$ cat src/design/hmg_ram.sv
// generic single write port ram with registered read
// no dependencies
`timescale 1ns / 1ps
`default_nettype none
module hmg_ram #(
   parameter int WIDTH = 8,
   parameter int DEPTH = 256
) (
   input  wire logic                     clock,
   input  wire logic                     wr_en,
   input  wire logic [$clog2(DEPTH)-1:0] wr_addr,
   input  wire logic [WIDTH-1:0]         wr_data,
   input  wire logic [$clog2(DEPTH)-1:0] rd_addr,
   output logic      [WIDTH-1:0]         rd_data
);

   logic [WIDTH-1:0] mem_ff [DEPTH];
   logic [WIDTH-1:0] rd_data_ff;

   always_ff @(posedge clock) begin
      if (wr_en) begin
         mem_ff[wr_addr] <= wr_data;
      end
      rd_data_ff <= mem_ff[rd_addr];
   end

   assign rd_data = rd_data_ff;

endmodule
`default_nettype wire

$ cat config.mk
export PLATFORM = sky130hd
export DESIGN_NAME = hmg_ram
export DESIGN_NICKNAME = d
export VERILOG_FILES = /design/src/design/hmg_ram.sv
export SDC_FILE = /design/constraint.sdc
export NUM_CORES = 2
export LEC_CHECK = 0
export ABC_AREA = 1
export BUFFER_PORTS_ARGS = -buffer_cell sky130_fd_sc_hd__clkbuf_2
export CAP_MARGIN = 20
export CORE_MARGIN = 3
export CORE_UTILIZATION = 30
export CTS_CLUSTER_DIAMETER = 150
export DETAILED_ROUTE_END_ITERATION = 10
export PLACE_DENSITY_LB_ADDON = 0.3
export SYNTH_ARGS = -nofsm -noshare
export SYNTH_HDL_FRONTEND = slang
export SYNTH_SLANG_ARGS = --single-unit
$ cat constraint.sdc
create_clock -name clock -period 2.64 [get_ports clock]
set_input_delay 0.792 -clock clock [delete_from_list [all_inputs] [get_ports clock]]
set_output_delay 0.792 -clock clock [all_outputs]
set_load 0.05 [all_outputs]
# Word level (Yosys, flattened, before mapping)
# Memory sizes are Yosys's and may differ from the RTL's. A register that Yosys moved wholly into a read port is not among the register bits.
# Index checks and enable logic that the tools add are counted.
# op_classes
mux,2
# ops
cell,n
$mux 1,2
# word_totals
reg_bits,0
mem_bits_rw,2048
in_bits,26
output_inout_bits,8
wordCells,3
mem_count,1
# memory_table
name,words,word_bits,rd,rd_clocked_by_memory_dff,wr,line_no,rtl
mem_ff,256,8,1,1,1,17,logic [WIDTH-1:0] mem_ff [DEPTH];

# Longest topological paths before layout
# depth
word_depth,2
ltp_mapped,15
depth_no_buf,11

# Worst setup path after synthesis
# No wires, ideal clock.
# synth_path
path_type,input to register
startpoint,input wr_en
endpoint,"memory mem_ff[162][0], enable pin"
setup_ns,0.370
arrival_time_ns,1.913
required_ns,2.270
setup_slack_ns,0.357
path_stages,4
n_path_buf,2
path_cell_list,clkbuf_1 > nand3_1 > clkbuf_1 > nor2_1
# synth_via
elab_chain_len,2
# synth_lines
element,line_no,rtl
from (decl),10,"input wire logic wr_en,"
$mux 1,21,if (wr_en) begin
$mux 1 (implied by the code),22,mem_ff[wr_addr] <= wr_data;
to (decl),17,
# Every way passes these cells.

# Worst setup path in the final report
# layout_path
startpoint,"register rd_data_ff[0] (netlist: rd_data[0]), read port of mem_ff"
endpoint,output rd_data[0]
# layout_lines
element,line_no,rtl
from (decl),18,logic [WIDTH-1:0] rd_data_ff;
to (decl),14,output logic [WIDTH-1:0] rd_data
# No word-level cell between the ends.

==> Flow_metrics.wiki <==
{| class="wikitable"
! Metric !! Value
|-
| Clock input transition at the sequential cells of the worst setup and hold paths || about 0.06 ns
|-
| Setup repair after global routing missed its margin || false
|-
| Initial standard-cell utilization of the core || 0.3032
|-
| Maximum fanout count along the critical path || 1
|-
| Signal arrival time at the worst endpoint || roughly 1.7 ns
|-
| Crit path buffers/inverters || 1
|-
| First-pass GRT wire length || roughly 370000 µm
|-
| CP endpoint kind || output pin
|-
| DRC || 0
|-
| Global Route met2 Usage || 0.2811
|-
| Vertical extent of the die || between 500 and 600 µm
|-
| Number of placed instances with taps included || around 11000
|-
| R2r setup slk || roughly 0.70 ns
|-
| H-tree Lvls || 4
|-
| Clock tree root driver cell || sky130_fd_sc_hd__clkbuf_16
|-
| Hold Path Sink || mem_ff[68][5]$_DFFE_PP_
|-
| Number of enable flip-flop cells after synthesis || around 2000
|-
| Slowest stage cell on the critical path || sky130_fd_sc_hd__dfxtp_2
|-
| Synth unique cells || 14
|-
| Overall die area || between 200000 and 300000 µm²
|-
| Synthesized net count || between 7000 and 8000
|-
| First-pass iteration count of the detailed router || 5
|-
| Via count of the first global-routing pass || roughly 54000
|-
| Top-area cell type share of the netlist area || 0.7374
|-
| Source of the worst hold timing path || wr_data[5]
|-
| Worst slack on hold paths || ~0.33 ns
|-
| Share of the clock period used by the worst path after layout || 0.9447
|-
| Relative area change from synthesis to final layout || 19.92%
|-
| Max Cap Viol || 0
|-
| Total routing resource utilization after global routing || 0.1748
|-
| Total CTS buffers || between 200 and 250
|-
| Most numerous cell types in the synthesized netlist || sky130_fd_sc_hd__nand2_1 (2123), sky130_fd_sc_hd__edfxtp_1 (2048), sky130_fd_sc_hd__nand3_1 (2019)
|-
| Final number of setup-violating endpoints || 0
|-
| Part of the Yosys area used for sequential elements || 0.7394
|-
| Category of cells accounting for the largest share of critical-path delay || flip-flops
|-
| P per Cell Area || 714.8 nW/µm²
|-
| Mean instance size in the synthesized netlist || approximately 12 µm²
|-
| Path category of the worst min-delay check || input port to register
|-
| Average wire per cell in the routed design || between 20 and 25 µm
|-
| Delay of the slowest cell on the worst path || 0.49 ns
|-
| Post-layout instance count excluding filler cells || between 10000 and 15000
|-
| Worst rel slew slack || 0.4506
|-
| Worst Hold Path Cells || 1
|-
| Reg2Reg Capture Point || rd_data[0]$_DFF_P_
|-
| Iteration-0 DRC count of the detailed router || about 6000
|-
| Series of cell instances along the critical path || clkbuf_2
|-
| Number of routed nets with antenna violations || 0
|-
| Type of element launching the critical path || register
|-
| Post-synth top area cell || sky130_fd_sc_hd__edfxtp_1
|-
| Final hold violations || 0
|-
| Remaining global-route overflow || 0
|-
| Number of buffers on the longest clock path || 3
|-
| Total of cells resized after clock tree synthesis || 4
|-
| Clk Latency, worst-skew pair || between 0.8 and 0.9 ns
|-
| Worst reg2reg path startpoint || mem_ff[139][0]$_DFFE_PP_
|-
| Primary FF master, synth || sky130_fd_sc_hd__edfxtp_1
|-
| Maximum number of pins on one net before global-route repair || 79
|-
| Net count, final || around 7500
|-
| Top-level port count || 34
|-
| Transition time of the tightest slew-check pin || 0.8211 ns
|-
| Flip-flop and latch count after synthesis || ~2000
|-
| Max-slew violation count || 0
|-
| Total detailed-routing wirelength || 254500 µm
|-
| Type of the worst setup path || register to output pin
|-
| Combined area of all synthesized cells || 83400 µm²
|-
| Avg Vias per Cell || 4.950
|-
| Count of cells along the worst register-to-register path || 12
|-
| Initial antenna violation count || 11
|-
| Via count || between 50000 and 60000
|-
| Worst setup skew after layout || 0.04082 ns
|-
| Achievable Freq || 0.4010 GHz
|-
| Ys Warns || 0
|-
| Clock tree from TritonCTS || done
|-
| Mapped Cells || between 7000 and 8000
|-
| Global route hottest layer || met2
|-
| Weighted congestion at the end of routability-driven global placement || ~0.9
|-
| Clock Sinks || roughly 2000
|-
| Top cells by area, synth || sky130_fd_sc_hd__edfxtp_1 (74%), sky130_fd_sc_hd__nand3_1 (12%), sky130_fd_sc_hd__nand2_1 (9.6%), sky130_fd_sc_hd__buf_2 (1.6%), sky130_fd_sc_hd__nor2_1 (1.3%)
|-
| Leakage power of the design || roughly 35 nW
|-
| Post-cts hold buffer count || 0
|-
| Area of the core || around 280000 µm²
|-
| GR Util met1 || 0.2401
|-
| Post-CTS setup-driven buffer insertion count || 0
|-
| Clock period minus worst slack || 2.494 ns
|-
| Outcome || finished, final reports clean
|-
| I/O Buffers || 33
|-
| Data required time at the worst endpoint || between 1.5 and 2 ns
|-
| Share of layout cells above drive strength 1 || 0.1363
|-
| FFs w/ async S/R, synth || 0
|-
| Width of the chip || 533.2 µm
|-
| GRT met3 Usage || 0.02808
|-
| Number of rows in the core area || 192
|-
| Most frequent cell after synthesis || sky130_fd_sc_hd__nand2_1
|-
| Hpwl dp || about 160000 µm
|-
| VDD IR max || approximately 0.56 mV
|}
-- flip-flops by register name, summed over array words and instances, names as in the netlist --
signal   count
mem_ff    2048
rd_data      8
-- where the power goes --
part | switching, W | total [W] | internal [W]
Sequential | 0.0000679 | 0.0360 | 0.0360
Combinational | 0.00344 | 0.00491 | 0.00147
Clock | 0.0128 | 0.0305 | 0.0178
-- stage by stage --
step / setup TNS, ns / utilization / cell area, µm² / power [W] / setup WS (ns)
6_report: 0 / 0.3636 / 100000 / 0.07148 / 0.1459
3_5_place_dp: -4.432 / 0.3378 / 92930 / 0.04166 / -0.6603
3_3_place_gp: -4.493 / 0.3378 / 92930 / 0.04163 / -0.6620
2_1_floorplan: 0 / - / 83400 / 0.03897 / 0.3565
4_1_cts: 0 / 0.3636 / 100000 / 0.07206 / 0.05914
5_1_grt: 0 / 0.3636 / 100000 / 0.07375 / 0.1094
-- cell type report --
type	instances	area, µm²
Fill cell	26500	175100
Sequential cell	2056	61660
Multi-Input combinational cell	4425	19160
Timing Repair Buffer	710	7318
Clock buffer	257	5665
Tap cell	3686	4612
Clock inverter	143	1406
Inverter	39	180.2
Antenna cell	3	7.507
-- metal layers --
layer / up-vias / share of wire
met5: - / 0.00019
met4: 4 / 0.037
met3: 400 / 0.070
met2: 2047 / 0.47
met1: 27790 / 0.43
li1: 25790 / -
-- layout by cell type (no fill, tap or decap) --
| cell type | instances |
|---|---|
| sky130_fd_sc_hd__buf_12 | 156 |
| sky130_fd_sc_hd__buf_4 | 522 |
| sky130_fd_sc_hd__buf_6 | 1 |
| sky130_fd_sc_hd__buf_8 | 11 |
| sky130_fd_sc_hd__bufinv_16 | 26 |
| sky130_fd_sc_hd__clkbuf_1 | 36 |
| sky130_fd_sc_hd__clkbuf_16 | 221 |
| sky130_fd_sc_hd__clkbuf_2 | 20 |
| sky130_fd_sc_hd__clkinv_1 | 51 |
| sky130_fd_sc_hd__clkinv_16 | 1 |
| sky130_fd_sc_hd__clkinv_2 | 50 |
| sky130_fd_sc_hd__clkinv_4 | 4 |
| sky130_fd_sc_hd__clkinv_8 | 1 |
| sky130_fd_sc_hd__clkinvlp_4 | 6 |
| sky130_fd_sc_hd__dfxtp_1 | 4 |
| sky130_fd_sc_hd__dfxtp_2 | 4 |
| sky130_fd_sc_hd__diode_2 | 3 |
| sky130_fd_sc_hd__edfxtp_1 | 2048 |
| sky130_fd_sc_hd__inv_1 | 34 |
| sky130_fd_sc_hd__inv_16 | 3 |
| sky130_fd_sc_hd__inv_2 | 1 |
| sky130_fd_sc_hd__inv_4 | 1 |
| sky130_fd_sc_hd__inv_6 | 2 |
| sky130_fd_sc_hd__inv_8 | 2 |
| sky130_fd_sc_hd__nand2_1 | 2115 |
| sky130_fd_sc_hd__nand2_2 | 8 |
| sky130_fd_sc_hd__nand3_1 | 2019 |
| sky130_fd_sc_hd__nor2_1 | 283 |
-- cell families after synthesis --
kind of cell,count (synthesis),share of synthesized area
AND/OR/NAND/NOR,4425,0.2295
flip-flops,2056,0.7394
buffers and inverters,522,0.03119
-- worst max-delay path by stage --
stage          depth (start not counted)               start  slack, ns                        to
2_1_floorplan                          4               wr_en       0.36  mem_ff[162][0]$_DFFE_PP_
3_3_place_gp                          14          rd_addr[1]      -0.66        rd_data[4]$_DFF_P_
3_5_place_dp                          15          rd_addr[0]      -0.66        rd_data[4]$_DFF_P_
4_1_cts                                1  rd_data[0]$_DFF_P_       0.06                rd_data[0]
5_1_grt                                1  rd_data[0]$_DFF_P_       0.11                rd_data[0]
6_report                               1  rd_data[0]$_DFF_P_       0.15                rd_data[0]
No activity file was read; power rests on OpenSTA's default activity.
