### config.mk
export PLATFORM = sky130hd
export DESIGN_NAME = hmg_cell
export DESIGN_NICKNAME = d
export VERILOG_FILES = /design/src/design/hmg_pkg.sv /design/src/design/hmg_cell.sv
export SDC_FILE = /design/constraint.sdc
export NUM_CORES = 1
export LEC_CHECK = 0
export BUFFER_PORTS_ARGS = -buffer_cell sky130_fd_sc_hd__clkbuf_2
export CAP_MARGIN = 15
export CELL_PAD_IN_SITES_DETAIL_PLACEMENT = 2
export CELL_PAD_IN_SITES_GLOBAL_PLACEMENT = 2
export CORE_MARGIN = 8
export CORE_UTILIZATION = 36
export DETAILED_ROUTE_END_ITERATION = 12
export PLACE_DENSITY_LB_ADDON = 0.1
export SLEW_MARGIN = 20
export SYNTH_ARGS = -nofsm -noshare
export SYNTH_HDL_FRONTEND = slang
export SYNTH_SLANG_ARGS = --single-unit
### constraint.sdc
create_clock -name clock -period 19.1 [get_ports clock]
set_clock_uncertainty 0.05 [all_clocks]
set_input_delay 1.91 -clock clock [delete_from_list [all_inputs] [get_ports clock]]
set_output_delay 1.91 -clock clock [all_outputs]
set_load 0.005 [all_outputs]
### src/design/hmg_pkg.sv
// shared types and constants for the histogram matching unit
// no dependencies
`timescale 1ns / 1ps
`default_nettype none
package hmg_pkg;

   localparam int BINS  = 256;
   localparam int BIN_W = 8;

   localparam logic [1:0] MODE_CLEAR  = 2'd0;
   localparam logic [1:0] MODE_SRC    = 2'd1;
   localparam logic [1:0] MODE_TGT    = 2'd2;
   localparam logic [1:0] MODE_REMAP  = 2'd3;

   typedef enum logic [3:0] {
      ST_CLEAR,
      ST_IDLE,
      ST_CNT_RD,
      ST_CNT_WR,
      ST_BLD_INIT,
      ST_BLD_ZERO,
      ST_LOAD_RD,
      ST_LOAD_ACC,
      ST_LOAD_MUL,
      ST_LOAD_PUSH,
      ST_SCAN,
      ST_DRAIN,
      ST_WRITE,
      ST_REMAP_RD,
      ST_REMAP_OUT
   } state_type;

endpackage
`default_nettype wire

### src/design/hmg_cell.sv
// one cell of the nearest-fraction search chain: holds one target bin,
// compares it with the passing source stream; uses hmg_pkg
`timescale 1ns / 1ps
`default_nettype none
module hmg_cell #(
   parameter int PW = 50
) (
   input  wire logic                       clock,
   input  wire logic                       reset,
   input  wire logic                       shift,
   input  wire logic [PW-1:0]              best_init,
   input  wire logic [PW-1:0]              prev_a,
   input  wire logic [hmg_pkg::BIN_W-1:0]  prev_i,
   input  wire logic                       prev_v,
   input  wire logic [hmg_pkg::BIN_W-1:0]  prev_end,
   input  wire logic [PW-1:0]              str_b,
   input  wire logic [hmg_pkg::BIN_W-1:0]  str_j,
   input  wire logic                       str_v,
   output logic      [PW-1:0]              a,
   output logic      [hmg_pkg::BIN_W-1:0]  i,
   output logic                            v,
   output logic      [hmg_pkg::BIN_W-1:0]  end_j,
   output logic      [PW-1:0]              out_b,
   output logic      [hmg_pkg::BIN_W-1:0]  out_j,
   output logic                            out_v
);

   logic [PW-1:0]             a_ff, best_ff, best_in, b_ff, diff;
   logic [hmg_pkg::BIN_W-1:0] i_ff, end_ff, end_in, j_ff;
   logic                      v_ff, sv_ff;

   always_comb begin
      diff    = (a_ff >= str_b) ? (a_ff - str_b) : (str_b - a_ff);
      best_in = best_ff;
      end_in  = end_ff;
      if (shift) begin
         best_in = best_init;
         end_in  = prev_end;
      end else if (str_v && v_ff && (diff < best_ff)) begin
         best_in = diff;
         end_in  = str_j;
      end
   end

   always_ff @(posedge clock) begin
      if (reset) begin
         v_ff  <= 1'b0;
         sv_ff <= 1'b0;
      end else begin
         if (shift) begin
            v_ff <= prev_v;
         end
         sv_ff <= str_v;
      end
      if (shift) begin
         a_ff <= prev_a;
         i_ff <= prev_i;
      end
      best_ff <= best_in;
      end_ff  <= end_in;
      b_ff    <= str_b;
      j_ff    <= str_j;
   end

   assign a     = a_ff;
   assign i     = i_ff;
   assign v     = v_ff;
   assign end_j = end_ff;
   assign out_b = b_ff;
   assign out_j = j_ff;
   assign out_v = sv_ff;

endmodule
`default_nettype wire

==> Word level (Yosys, flattened, before mapping) <==
Index checks and enable logic that the tools add are counted.
{ "totals": {"register_bits": 176, "elab_cells": 20} }
{ "classes": {"addsub": 2, "n_lt_le_gt_ge": 2, "mux": 5, "n_reduce_logical": 3} }
{ "op_table": {"columns": ["operator", "count"], "rows": [
  ["$mux W50", 3],
  ["$sub A50 B50 Y50", 2],
  ["$ge A50 B50 Y1", 1],
  ["$lt A50 B50 Y1", 1],
  ["$mux W8", 2],
  ["$logic_and A1 B1 Y1", 2],
  ["$reduce_bool A2 Y1", 1]
]} }

==> Logic depth before layout (Yosys ltp) <==
Gate-level depths: netlist (run 1).
{ "logic_depth": {"word_depth": 6, "ltp_mapped": 25} }

==> Least setup slack after synthesis (run 1) <==
Ideal clock, no wire load.
{ "synth_path": {"path_type": "input to register", "start": "in str_b[46]", "end": "reg best_ff[0] (enable)", "setup_time_ns": 0.506, "t_arrival_ns": 8.736, "required_time_ns": 18.544, "slack_ns": 9.808, "path_stages": 19, "cell_sequence": "ha_1 buf_4 nand4_4 or3_4 or4_4 a211oi_4 nor3_4 buf_2 o211ai_1 o21ai_0 xnor2_1 ha_1 a21o_1 a211o_1 nor4_1 a221oi_1 nand3_1 nand4_1 a32oi_1"} }
{ "synth_via": {"elab_chain_len": 5} }
{ "synth_lines": {"columns": ["item", "line_no", "text"], "rows": [
  ["from (decl)", "hmg_cell.sv:16", "input wire logic [PW-1:0] str_b,"],
  ["$sub A50 B50 Y50 / $ge A50 B50 Y1 (equally long branches)", "hmg_cell.sv:33", "diff = (a_ff >= str_b) ? (a_ff - str_b) : (str_b - a_ff);"],
  ["$mux W50 (*)", "hmg_cell.sv:33", null],
  ["$lt A50 B50 Y1 (*)", "hmg_cell.sv:39", "end else if (str_v && v_ff && (diff < best_ff)) begin"],
  ["$logic_and A1 B1 Y1 (*)", "hmg_cell.sv:39", null],
  ["$reduce_bool A2 Y1 (no source line) (*)", null, null],
  ["to (signal assigned)", "hmg_cell.sv:59", "best_ff <= best_in;"],
  ["to (decl)", "hmg_cell.sv:28", "logic [PW-1:0] a_ff, best_ff, best_in, b_ff, diff;"]
]} }
Every way passes the cells marked *; elsewhere a longest branch is shown, timed or not.
A chain may end at the register's enable or synchronous reset.

==> Worst setup path after layout (run 1) <==
{ "layout_path": {"start": "in str_b[35]", "end": "reg best_ff[14] (enable)"} }
The elaborated chain is that of the path after synthesis.

==> flow_summary.json, run 1 <==
{
  "internal_power_mw": 0.8480,
  "io_buffers": 304,
  "fin_ws_ns": 10.67,
  "fin_crit_ns": 8.432,
  "synth-seq-area-share": 0.3656,
  "overflow": 0,
  "place_congestion": 0.9088,
  "final_util": 0.4330,
  "antenna_found_initial": 1,
  "dp_hpwl_um": 40640,
  "synth_top_family_by_area": "compound AO/OA/AOI/OAI gates",
  "final_common_cell": "clkbuf_2",
  "root_buffer": "clkbuf_16",
  "yosys.area_share.simple": 0.1106,
  "synth_compound_area_frac": 0.2101,
  "clock_sinks": 176,
  "synthArstFlopShare": 0,
  "via_per_inst": 5.448,
  "yosysTopAreaCellShare": 0.2718,
  "setup_tns_ns": 0,
  "syn_inst": 1397,
  "fill_cells": 3971,
  "synth_area_leaders": "edfxtp_1 27%, ha_1 14%, dfxtp_1 9.4%",
  "cts_resized": 0,
  "routedWlPerCell_um": 23.06,
  "r2r-start": "a[35]",
  "startpoint_type": "primary input",
  "ys_warn_count": 0,
  "end_kind": "register",
  "final_cell_mix": "303 x clkbuf_2, 183 x inv_1, 151 x a21oi_1",
  "p_clk_frac": 0.268,
  "cts_made_buffers": 17,
  "cts_max_path_buffers": 2,
  "grt_max_degree": 50,
  "path_class": "in -> reg",
  "yosys.area.top_type": "edfxtp_1",
  "h-tree-depth": 4,
  "grt_pass1_wl_um": 75130,
  "die-area_um2": 41890,
  "timing.slew.headroom": 0.4191,
  "min_path_type": "reg -> reg",
  "peakVddDrop_mv": 0.07051,
  "cap_violations": 0,
  "synth_cell_type_count": 75,
  "max_freq_mhz": 118.6,
  "area_growth_pct": 19.31,
  "finish.net_count": 1995,
  "power_leakage_nw": 7.239,
  "post_cts_buffers": 0,
  "synth_flop_cell": "edfxtp_1",
  "p_seq_frac": 0.344,
  "hold_start": "v",
  "core_area_um2": 35310,
  "fp.dieH_um": 204.7,
  "ios": 305,
  "synth_nets": 1726,
  "switching_share": 0.3734,
  "drtIter0Drc": 525,
  "holdBufCountCts": 0,
  "p_comb_frac": 0.388,
  "reg2reg_depth": 23,
  "dp_slack_ns": 10.24,
  "period_share": 0.4415,
  "synth_edf_count": 116,
  "avgSynthCellArea_um2": 9.172,
  "core.rowCount": 69,
  "drt-total-wl_um": 49380,
  "muxShareOfSynthArea": 0.05937,
  "start_util": 0.3629,
  "vias": 11664,
  "drtAntennaViolNets": 0,
  "rsz0062_at_grt": "false",
  "chipWidth_um": 204.7,
  "cp.required_ns": 19.15,
  "grt_usage": 0.2310,
  "reg2reg_slack_ns": 11.77,
  "cts.clk_slew.worst_paths_ns": 0.07,
  "synthAdderAreaFrac": 0.1476,
  "hold_viol_final": 0,
  "tightest_slew_ns": 0.8494,
  "finalMaxSlewViolations": 0,
  "power_density_nw_per_um2": 88.51,
  "outcome": "finished clean",
  "cts_tree": "done",
  "grt_pass1_vias": 12815,
  "drc": 0,
  "drive_gt1_frac": 0.2472,
  "rr_endpoint": "best_ff[14]",
  "setup_viol": 0,
  "ys_seq_elements": 176,
  "synth_area_um2": 12810,
  "cp_max_fo": 37,
  "holdPathEnd": "v",
  "drtPass1Iterations": 5,
  "cp_data_arrival_time_ns": 8.48,
  "hold_path_depth": 2,
  "worstSkewPairLatency_ns": 0.46,
  "synthXorXnorAreaFrac": 0.03144,
  "p_sw_mw": 0.5052
}
==> routing by layer <==
layer / vias up / track usage / wire [um] / share of wire
met4: 0 / 0.06274 / 865 / 0.018
li1: 5534 / - / - / -
met5: - / 0 / 0 / 0
met1: 5780 / 0.3006 / 22280 / 0.45
met2: 310 / 0.3912 / 23820 / 0.48
met3: 40 / 0.03763 / 2420 / 0.049
==> worst max path at each step <==
| stage | from | to | slack [ns] | cells after the start |
|---|---|---|---|---|
| CTS | str_b[7] | best_ff[18] | 10.66 | 22 |
| global placement | str_b[35] | best_ff[18] | 10.37 | 19 |
| detailed placement | str_b[7] | best_ff[18] | 10.24 | 22 |
| global route | str_b[36] | best_ff[19] | 10.08 | 22 |
| finish | str_b[35] | best_ff[14] | 10.67 | 23 |
| floorplan | str_b[46] | best_ff[0] | 9.81 | 19 |
==> cell type report <==
class	instances	area (um^2)	share of cell area
antenna	1	2.502	0.0001637
clock buffer	22	485.5	0.03175
clock inverter	10	102.6	0.006711
inverter	184	690.7	0.04518
multi-input combinational	978	7184	0.4699
sequential	176	4684	0.3064
tap	461	576.8	0.03773
timing repair buffer	309	1562	0.1021
==> cells in the mapped netlist, types with 13 or more instances <==
cell,n
edfxtp_1,116
nand4_1,38
mux2i_1,13
buf_2,14
a21o_1,41
o21ai_0,79
xnor2_1,32
xor2_1,14
a211oi_1,14
inv_1,184
a21oi_1,151
nor2_1,69
a31oi_1,14
dfxtp_1,60
mux2_2,56
ha_1,148
nand2_1,105
clkbuf_1,37
o21bai_1,23
nor2b_1,16
==> worst max-delay path: stages <==
cell	delay [ns]
clkbuf_2	0.11
ha_1	0.59
nand2_1	0.17
nor2_1	0.45
nand3_1	0.25
or4_4	0.50
a211oi_4	0.42
nor3_4	0.14
buf_4	0.31
o21ai_1	0.30
o221ai_1	0.19
xor2_1	0.25
ha_1	0.30
a21oi_1	0.14
nor2b_1	0.06
o21ai_0	0.21
nand2b_1	0.08
a21oi_1	0.14
o21ai_0	0.12
nor3_1	0.15
nand4_1	0.25
a32oi_4	0.82
buf_4	0.58
==> kinds of logic after synthesis <==
| logic type | after synthesis |
|---|---|
| AND/OR/NAND/NOR | 289 |
| buffers and inverters | 243 |
| multiplexers | 69 |
| AO/OA/AOI/OAI | 424 |
| flip-flops | 176 |
| adder cells (fa/ha/maj) | 150 |
| XOR/XNOR | 46 |
==> sequential cells by signal, indices dropped and copies added (netlist names) <==
register,count
out_v,1
v,1
best_ff,50
end_j,8
i,8
out_j,8
a,50
out_b,50
==> power by group through the flow <==
stage	Clock (mW)	Sequential, mW	Combinational, mW
6_report	0.362	0.466	0.525
5_1_grt	0.384	0.471	0.579
4_1_cts	0.372	0.467	0.526
3_5_place_dp	0	0.475	0.519
3_3_place_gp	0	0.473	0.507
2_1_floorplan	0	0.475	0.332
==> per-stage QoR <==
step                      instance area (um^2)  std cells  power [mW]  hold slack [ns]
after global placement                   14700       2108      0.9800           0.4571
after detailed placement                 14700       2108      0.9946           0.4904
after floorplan                          12810       1397      0.8061           0.4574
after global routing                     15290       2141       1.433           0.5646
final                                    15290       2141       1.353           0.5037
after CTS                                15290       2140       1.365           0.5107
Power figures use the tool's default switching activity.
==> run 2, diff against run 1 <==
--- a/config.mk
+++ b/config.mk
@@ -5,12 +5,13 @@
 export SDC_FILE = /design/constraint.sdc
 export NUM_CORES = 1
 export LEC_CHECK = 0
+export ABC_AREA = 1
 export BUFFER_PORTS_ARGS = -buffer_cell sky130_fd_sc_hd__clkbuf_2
 export CAP_MARGIN = 15
 export CELL_PAD_IN_SITES_DETAIL_PLACEMENT = 2
 export CELL_PAD_IN_SITES_GLOBAL_PLACEMENT = 2
 export CORE_MARGIN = 8
-export CORE_UTILIZATION = 36
+export CORE_UTILIZATION = 31
 export DETAILED_ROUTE_END_ITERATION = 12
 export PLACE_DENSITY_LB_ADDON = 0.1
 export SLEW_MARGIN = 20
==> constraint.sdc (replaced) <==
create_clock -name clock -period 8 [get_ports clock]
set_clock_uncertainty 0.05 [all_clocks]
set_input_delay 0.8 -clock clock [delete_from_list [all_inputs] [get_ports clock]]
set_output_delay 0.8 -clock clock [all_outputs]
set_load 0.005 [all_outputs]
==> run 2 against run 1 <==
  * Die area up 40%
  * Synthesized area up 24%
  * Power rose to 2.6 times the previous value
  * Design area up 22%
  * Via count up 41%
  * Register-to-register slack worse by 9.8 ns
  * First-iteration DRC count up 14%
  * Synthesized cell count up 75%
  * Worst setup slack worse by 8.7 ns
  * Sequential power up 140%
  * Count of clock-buffer cells in the layout down 4
  * Critical endpoint is now best_ff[13]
==> flow_summary.json, run 2 <==
{
  "outcome": "finished clean",
  "min_path_type": "in -> reg",
  "cp.required_ns": 8.12,
  "synth_most_common_cell": "nand2_1",
  "io_buffers": 304,
  "grt_usage": 0.2425,
  "area_growth_pct": 17.74,
  "internal_power_mw": 1.984,
  "drc": 0,
  "post_cts_buffers": 0,
  "start_util": 0.3113,
  "ios": 305,
  "synth-seq-area-share": 0.2951,
  "final_common_cell": "nand2_1",
  "power_leakage_nw": 10.78,
  "ys_seq_elements": 176,
  "peakVddDrop_mv": 0.1305,
  "setup_tns_ns": 0,
  "routedWlPerCell_um": 21.02,
  "core_area_um2": 50990,
  "hold_start": "str_j[7]",
  "antenna_cells": 0,
  "ys_warn_count": 0,
  "startpoint_type": "register",
  "antenna_found_initial": 0,
  "drtPass1Iterations": 7,
  "cp_max_fo": 47,
  "holdPathEnd": "out_j[7]",
  "synth_area_leaders": "edfxtp_1 22%, nand2_1 22%, inv_1 12%",
  "drive_gt1_frac": 0.1563,
  "holdBufCountCts": 0,
  "period_share": 0.7523,
  "yosysTopAreaCellShare": 0.2195,
  "h-tree-depth": 4,
  "hold_viol_final": 0,
  "p_sw_mw": 1.552,
  "rsz0062_at_grt": "false",
  "cp_data_arrival_time_ns": 6.13,
  "avgSynthCellArea_um2": 6.495,
  "power_density_nw_per_um2": 189.2,
  "synth_area_um2": 15870,
  "critPathMostFrequentCell": "a21oi_1",
  "grt_max_degree": 60,
  "tightest_slew_ns": 0.7865,
  "via_per_inst": 4.799,
  "cts.clk_slew.worst_paths_ns": 0.08,
  "timing.hold.ws_ns": 0.3759,
  "grt_pass1_vias": 18273,
  "synth_cell_type_count": 46,
  "root_buffer": "clkbuf_16",
  "r2r-start": "a[45]",
  "reg2reg_slack_ns": 1.98,
  "reg2reg_depth": 22,
  "cap_violations": 0,
  "multiInputGateArea_um2": 8982,
  "core.rowCount": 83,
  "hold_path_depth": 1,
  "p_comb_frac": 0.438,
  "overflow": 0,
  "drtAntennaViolNets": 0,
  "drtIter0Drc": 597,
  "cts_max_path_buffers": 2,
  "setup_viol": 0,
  "p_clk_frac": 0.251,
  "max_stage_delay_ns": 0.64,
  "cts_tree": "done",
  "final_cell_mix": "915 x nand2_1, 525 x inv_1, 303 x clkbuf_2",
  "rr_endpoint": "best_ff[13]",
  "synth_flop_cell": "edfxtp_1",
  "die-area_um2": 58700,
  "synth_edf_count": 116,
  "drt-total-wl_um": 72130,
  "place_congestion": 0.9192,
  "synth_nets": 2773,
  "max_freq_mhz": 166.2,
  "grt_pass1_wl_um": 109600,
  "worstSkewPairLatency_ns": 0.50,
  "cts_resized": 0,
  "timing.slew.headroom": 0.4744,
  "end_kind": "register",
  "fill_cells": 6354,
  "path_class": "reg -> reg",
  "cts_made_buffers": 17,
  "slowest_stage": "buf_4",
  "switching_share": 0.4389,
  "finalMaxSlewViolations": 0,
  "finish.net_count": 3068,
  "fp.dieH_um": 242.3,
  "p_seq_frac": 0.311,
  "chipWidth_um": 242.3,
  "synthArstFlopShare": 0,
  "dp_hpwl_um": 62950,
  "synth_common_cells": "916 x nand2_1, 525 x inv_1, 148 x ha_1, 145 x nand3_1, 132 x nor2_1",
  "regArea_um2": 4684,
  "fin_crit_ns": 6.018,
  "critical_path.cell_chain": "inv_1 > ha_1 > a21oi_1 > o21ai_0 > a21oi_1 > nand2_1 > nor2_2 > nand2_2 > nor2_4 > buf_4 > nand2_1 > and2_1 > ha_1 > a21oi_1 > o21a_1 > nor2_1 > o21ai_0 > nand3_1 > a21oi_1 > nand3b_1 > nand2_2 > buf_12",
  "vias": 16471,
  "yosys.area.top_type": "edfxtp_1",
  "clock_sinks": 176,
  "syn_inst": 2444
}
==> run 2: layout make-up <==
class                      instances  share of cell area
inverter                         530              0.1067
tap                              680             0.04553
multi-input combinational       1705              0.4807
timing repair buffer             309             0.08423
clock inverter                    14            0.008101
sequential                       176              0.2507
clock buffer                      18             0.02410
==> run 2: routing by layer <==
metal,vias up,global-route usage,share of wire
met2,295,0.4037,0.46
met5,-,0,0
li1,8052,-,-
met3,51,0.03296,0.032
met1,8073,0.3281,0.49
met4,0,0.05977,0.018
==> run 2: kinds of logic (layout without fill, tap and decap cells) <==
| family | count (synthesis) | count (layout) | share of synthesized area |
|---|---|---|---|
| AO/OA/AOI/OAI | 174 | 174 | 0.06141 |
| XOR/XNOR | 49 | 49 | 0.02704 |
| adder cells (fa/ha/maj) | 150 | 150 | 0.1192 |
| buffers and inverters | 563 | 871 | 0.1391 |
| flip-flops | 176 | 176 | 0.2951 |
| AND/OR/NAND/NOR | 1332 | 1332 | 0.3581 |
==> run 2: worst max path at each step <==
stage	from	to	slack, ns	cells past startpoint
2_1_floorplan	str_b[0]	best_ff[0]	2.79	27
3_3_place_gp	str_b[45]	best_ff[8]	1.61	22
3_5_place_dp	str_b[45]	best_ff[6]	1.46	22
4_1_cts	a[45]	best_ff[1]	1.90	22
5_1_grt	a[45]	best_ff[1]	1.52	22
6_report	a[45]	best_ff[13]	1.98	22
==> run 2: critical path: cells and delay by family, from the launching register on <==
kind            cells  cell delay [ns]
compound gates      7             1.65
simple gates       10             1.85
buf+inv             3             1.01
flops               1             0.38
fa+ha+maj           2             0.70
==> run 2: stage by stage <==
step | cell area [um^2] | total power [mW] | std cells | util | worst slack, ns
detailed placement | 18090 | 2.654 | 3400 | 0.3547 | 1.457
finish | 18690 | 3.536 | 3432 | 0.3665 | 1.982
global route | 18690 | 3.766 | 3432 | 0.3665 | 1.519
floorplan | 15870 | 2.061 | 2444 | - | 2.790
global placement | 18090 | 2.593 | 3400 | 0.3547 | 1.612
CTS | 18690 | 3.576 | 3432 | 0.3665 | 1.901
==> run 2: power groups by stage <==
stage / sequential, mW / combinational, mW / clock [mW]
after floorplan: 1.12 / 0.943 / 0
after global placement: 1.11 / 1.48 / 0
after detailed placement: 1.12 / 1.53 / 0
after CTS: 1.10 / 1.55 / 0.923
after global routing: 1.11 / 1.71 / 0.945
final: 1.10 / 1.55 / 0.889
==> run 3, diff against run 2 <==
==> constraint.sdc (replaced) <==
create_clock -name clock -period 5.9 [get_ports clock]
set_clock_uncertainty 0.05 [all_clocks]
set_input_delay 0.59 -clock clock [delete_from_list [all_inputs] [get_ports clock]]
set_output_delay 0.59 -clock clock [all_outputs]
set_load 0.005 [all_outputs]
==> run 3 against run 2 <==
  * Highest routed layer is now met5
  * Count of clock-buffer cells in the layout up 2
  * Power increased by 36%
  * Register-to-register slack worse by 1.2 ns
  * Via count grew 0.96%
  * Design area up 0.99%
  * Global-route usage rose by 0.67 points
  * Worst setup slack got worse by 1.2 ns
  * Final cell count increased by 0.67%
  * Routed wire length rose by 2.6%
==> flow_summary.json, run 3 (same netlist as run 2, synthesis figures left out) <==
{
  "outcome": "finished clean",
  "final_cells": 3455,
  "die-area_um2": 58700,
  "cp.required_ns": 6.08,
  "grt_max_degree": 63,
  "hold_start": "str_j[0]",
  "worstSkewPairLatency_ns": 0.49,
  "cts_resized": 0,
  "via_per_inst": 4.813,
  "final_cell_mix": "915 x nand2_1, 525 x inv_1, 303 x clkbuf_2",
  "fp.dieH_um": 242.3,
  "dp_slack_ns": 0.4822,
  "p_clk_frac": 0.241,
  "final_common_cell": "nand2_1",
  "h-tree-depth": 4,
  "routedWlPerCell_um": 21.41,
  "hold_path_depth": 1,
  "timing.slew.headroom": 0.4926,
  "cp_data_arrival_time_ns": 5.31,
  "path_class": "reg -> reg",
  "power_density_nw_per_um2": 255.6,
  "grt_pass1_vias": 18639,
  "timing.hold.ws_ns": 0.1639,
  "overflow": 0,
  "dp_cells": 3423,
  "core.rowCount": 83,
  "drtPass1Iterations": 5,
  "setup_tns_ns": 0,
  "final_util": 0.3701,
  "finish.net_count": 3091,
  "drt-total-wl_um": 73970,
  "reg2reg_slack_ns": 0.77,
  "start_util": 0.3113,
  "ios": 305,
  "finalMaxSlewViolations": 0,
  "place_congestion": 0.9208,
  "hold_viol_final": 0,
  "grt_usage": 0.2492,
  "end_kind": "register",
  "peakVddDrop_mv": 0.2342,
  "startpoint_type": "register",
  "period_share": 0.8696,
  "chipWidth_um": 242.3,
  "core_area_um2": 50990,
  "cts.clk_slew.worst_paths_ns": 0.07,
  "fin_ws_ns": 0.7692,
  "drc": 0,
  "rsz0062_at_grt": "false",
  "power_leakage_nw": 10.89,
  "regArea_um2": 4684,
  "p_comb_frac": 0.450,
  "dp_hpwl_um": 65180,
  "drive_gt1_frac": 0.1629,
  "tightest_slew_ns": 0.7611,
  "drtIter0Drc": 662,
  "switching_share": 0.4322,
  "holdBufCountCts": 0,
  "vias": 16629,
  "holdPathEnd": "out_j[0]",
  "drtAntennaViolNets": 0,
  "root_buffer": "clkbuf_16",
  "reg2reg_depth": 26,
  "r2r-start": "a[0]",
  "post_cts_buffers": 0,
  "rr_endpoint": "best_ff[42]",
  "fill_cells": 6365,
  "p_seq_frac": 0.309,
  "fin_crit_ns": 5.131,
  "area_growth_pct": 18.90,
  "p_sw_mw": 2.085,
  "cts_max_path_buffers": 2,
  "multiInputGateArea_um2": 8982,
  "internal_power_mw": 2.739,
  "cts_made_buffers": 17,
  "min_path_type": "in -> reg",
  "cts_tree": "done",
  "cap_violations": 0,
  "cp_max_fo": 17,
  "antenna_cells": 0,
  "clock_sinks": 176,
  "io_buffers": 304,
  "setup_viol": 0,
  "grt_pass1_wl_um": 111500,
  "max_freq_mhz": 194.9,
  "antenna_found_initial": 1
}
==> run 3: changes by cell type in the layout (fill, tap and decap cells not counted), moves of 2 or more <==
cell | previous run | this run
clkbuf_8 | 0 | 2
inv_8 | 6 | 1
buf_12 | 1 | 4
clkinv_4 | 3 | 1
buf_4 | 5 | 25
inv_6 | 3 | 6
==> run 3: how the worst max path moves through the flow <==
stage,from,endpoint,slack [ns],depth (start not counted)
final,a[0],best_ff[42],0.77,26
after global routing,a[0],best_ff[42],0.34,26
after CTS,a[0],best_ff[42],0.70,26
after detailed placement,str_b[0],best_ff[42],0.48,29
after global placement,str_b[0],best_ff[45],0.51,29
after floorplan,str_b[0],best_ff[0],0.90,27
==> run 3: layout make-up <==
class | count | area share
repair buffers | 332 | 0.09454
multi-input cells | 1705 | 0.4759
flip-flops and latches | 176 | 0.2482
well taps | 680 | 0.04508
inverters | 530 | 0.1057
clock inverters | 12 | 0.006364
clock buffers | 20 | 0.02420
==> run 3: power groups by stage <==
stage | Clock [mW] | Sequential (mW) | Combinational [mW]
global route | 1.24 | 1.50 | 2.40
floorplan | 0 | 1.52 | 1.28
CTS | 1.22 | 1.49 | 2.18
detailed placement | 0 | 1.52 | 2.17
global placement | 0 | 1.51 | 2.08
finish | 1.16 | 1.49 | 2.17
==> run 3: per-stage QoR <==
stage	power [mW]	area [um^2]
after floorplan	2.795	15870
after global placement	3.595	18300
after detailed placement	3.687	18300
after CTS	4.894	18870
after global routing	5.142	18870
final	4.825	18870
==> run 3: layer usage <==
layer,part of all wire,vias to the layer above,global-route usage,wire (um)
met3,0.036,72,0.03604,2675
met4,0.025,2,0.07414,1819
met5,0.00011,-,0,8
met2,0.46,328,0.4120,34100
met1,0.48,8141,0.3334,35370
li1,-,8086,-,-
==> run 3: worst max-delay path, stage by stage, from the launching register on <==
cell      delay (ns)
edfxtp_1        0.46
inv_1           0.10
ha_1            0.25
inv_1           0.13
fa_1            0.57
nand3_1         0.15
nand3_1         0.27
nand2_1         0.14
nand2_1         0.17
nand2_1         0.10
nand2_1         0.20
nand2_1         0.18
nand3_1         0.09
nand2_1         0.07
nand3_1         0.11
nand2_1         0.10
inv_1           0.05
ha_1            0.26
nand2_1         0.06
nor2_1          0.14
nand4_1         0.16
nor4_1          0.31
and3_1          0.21
nand2_1         0.06
nand3b_1        0.11
nand2_2         0.08
buf_4           0.25
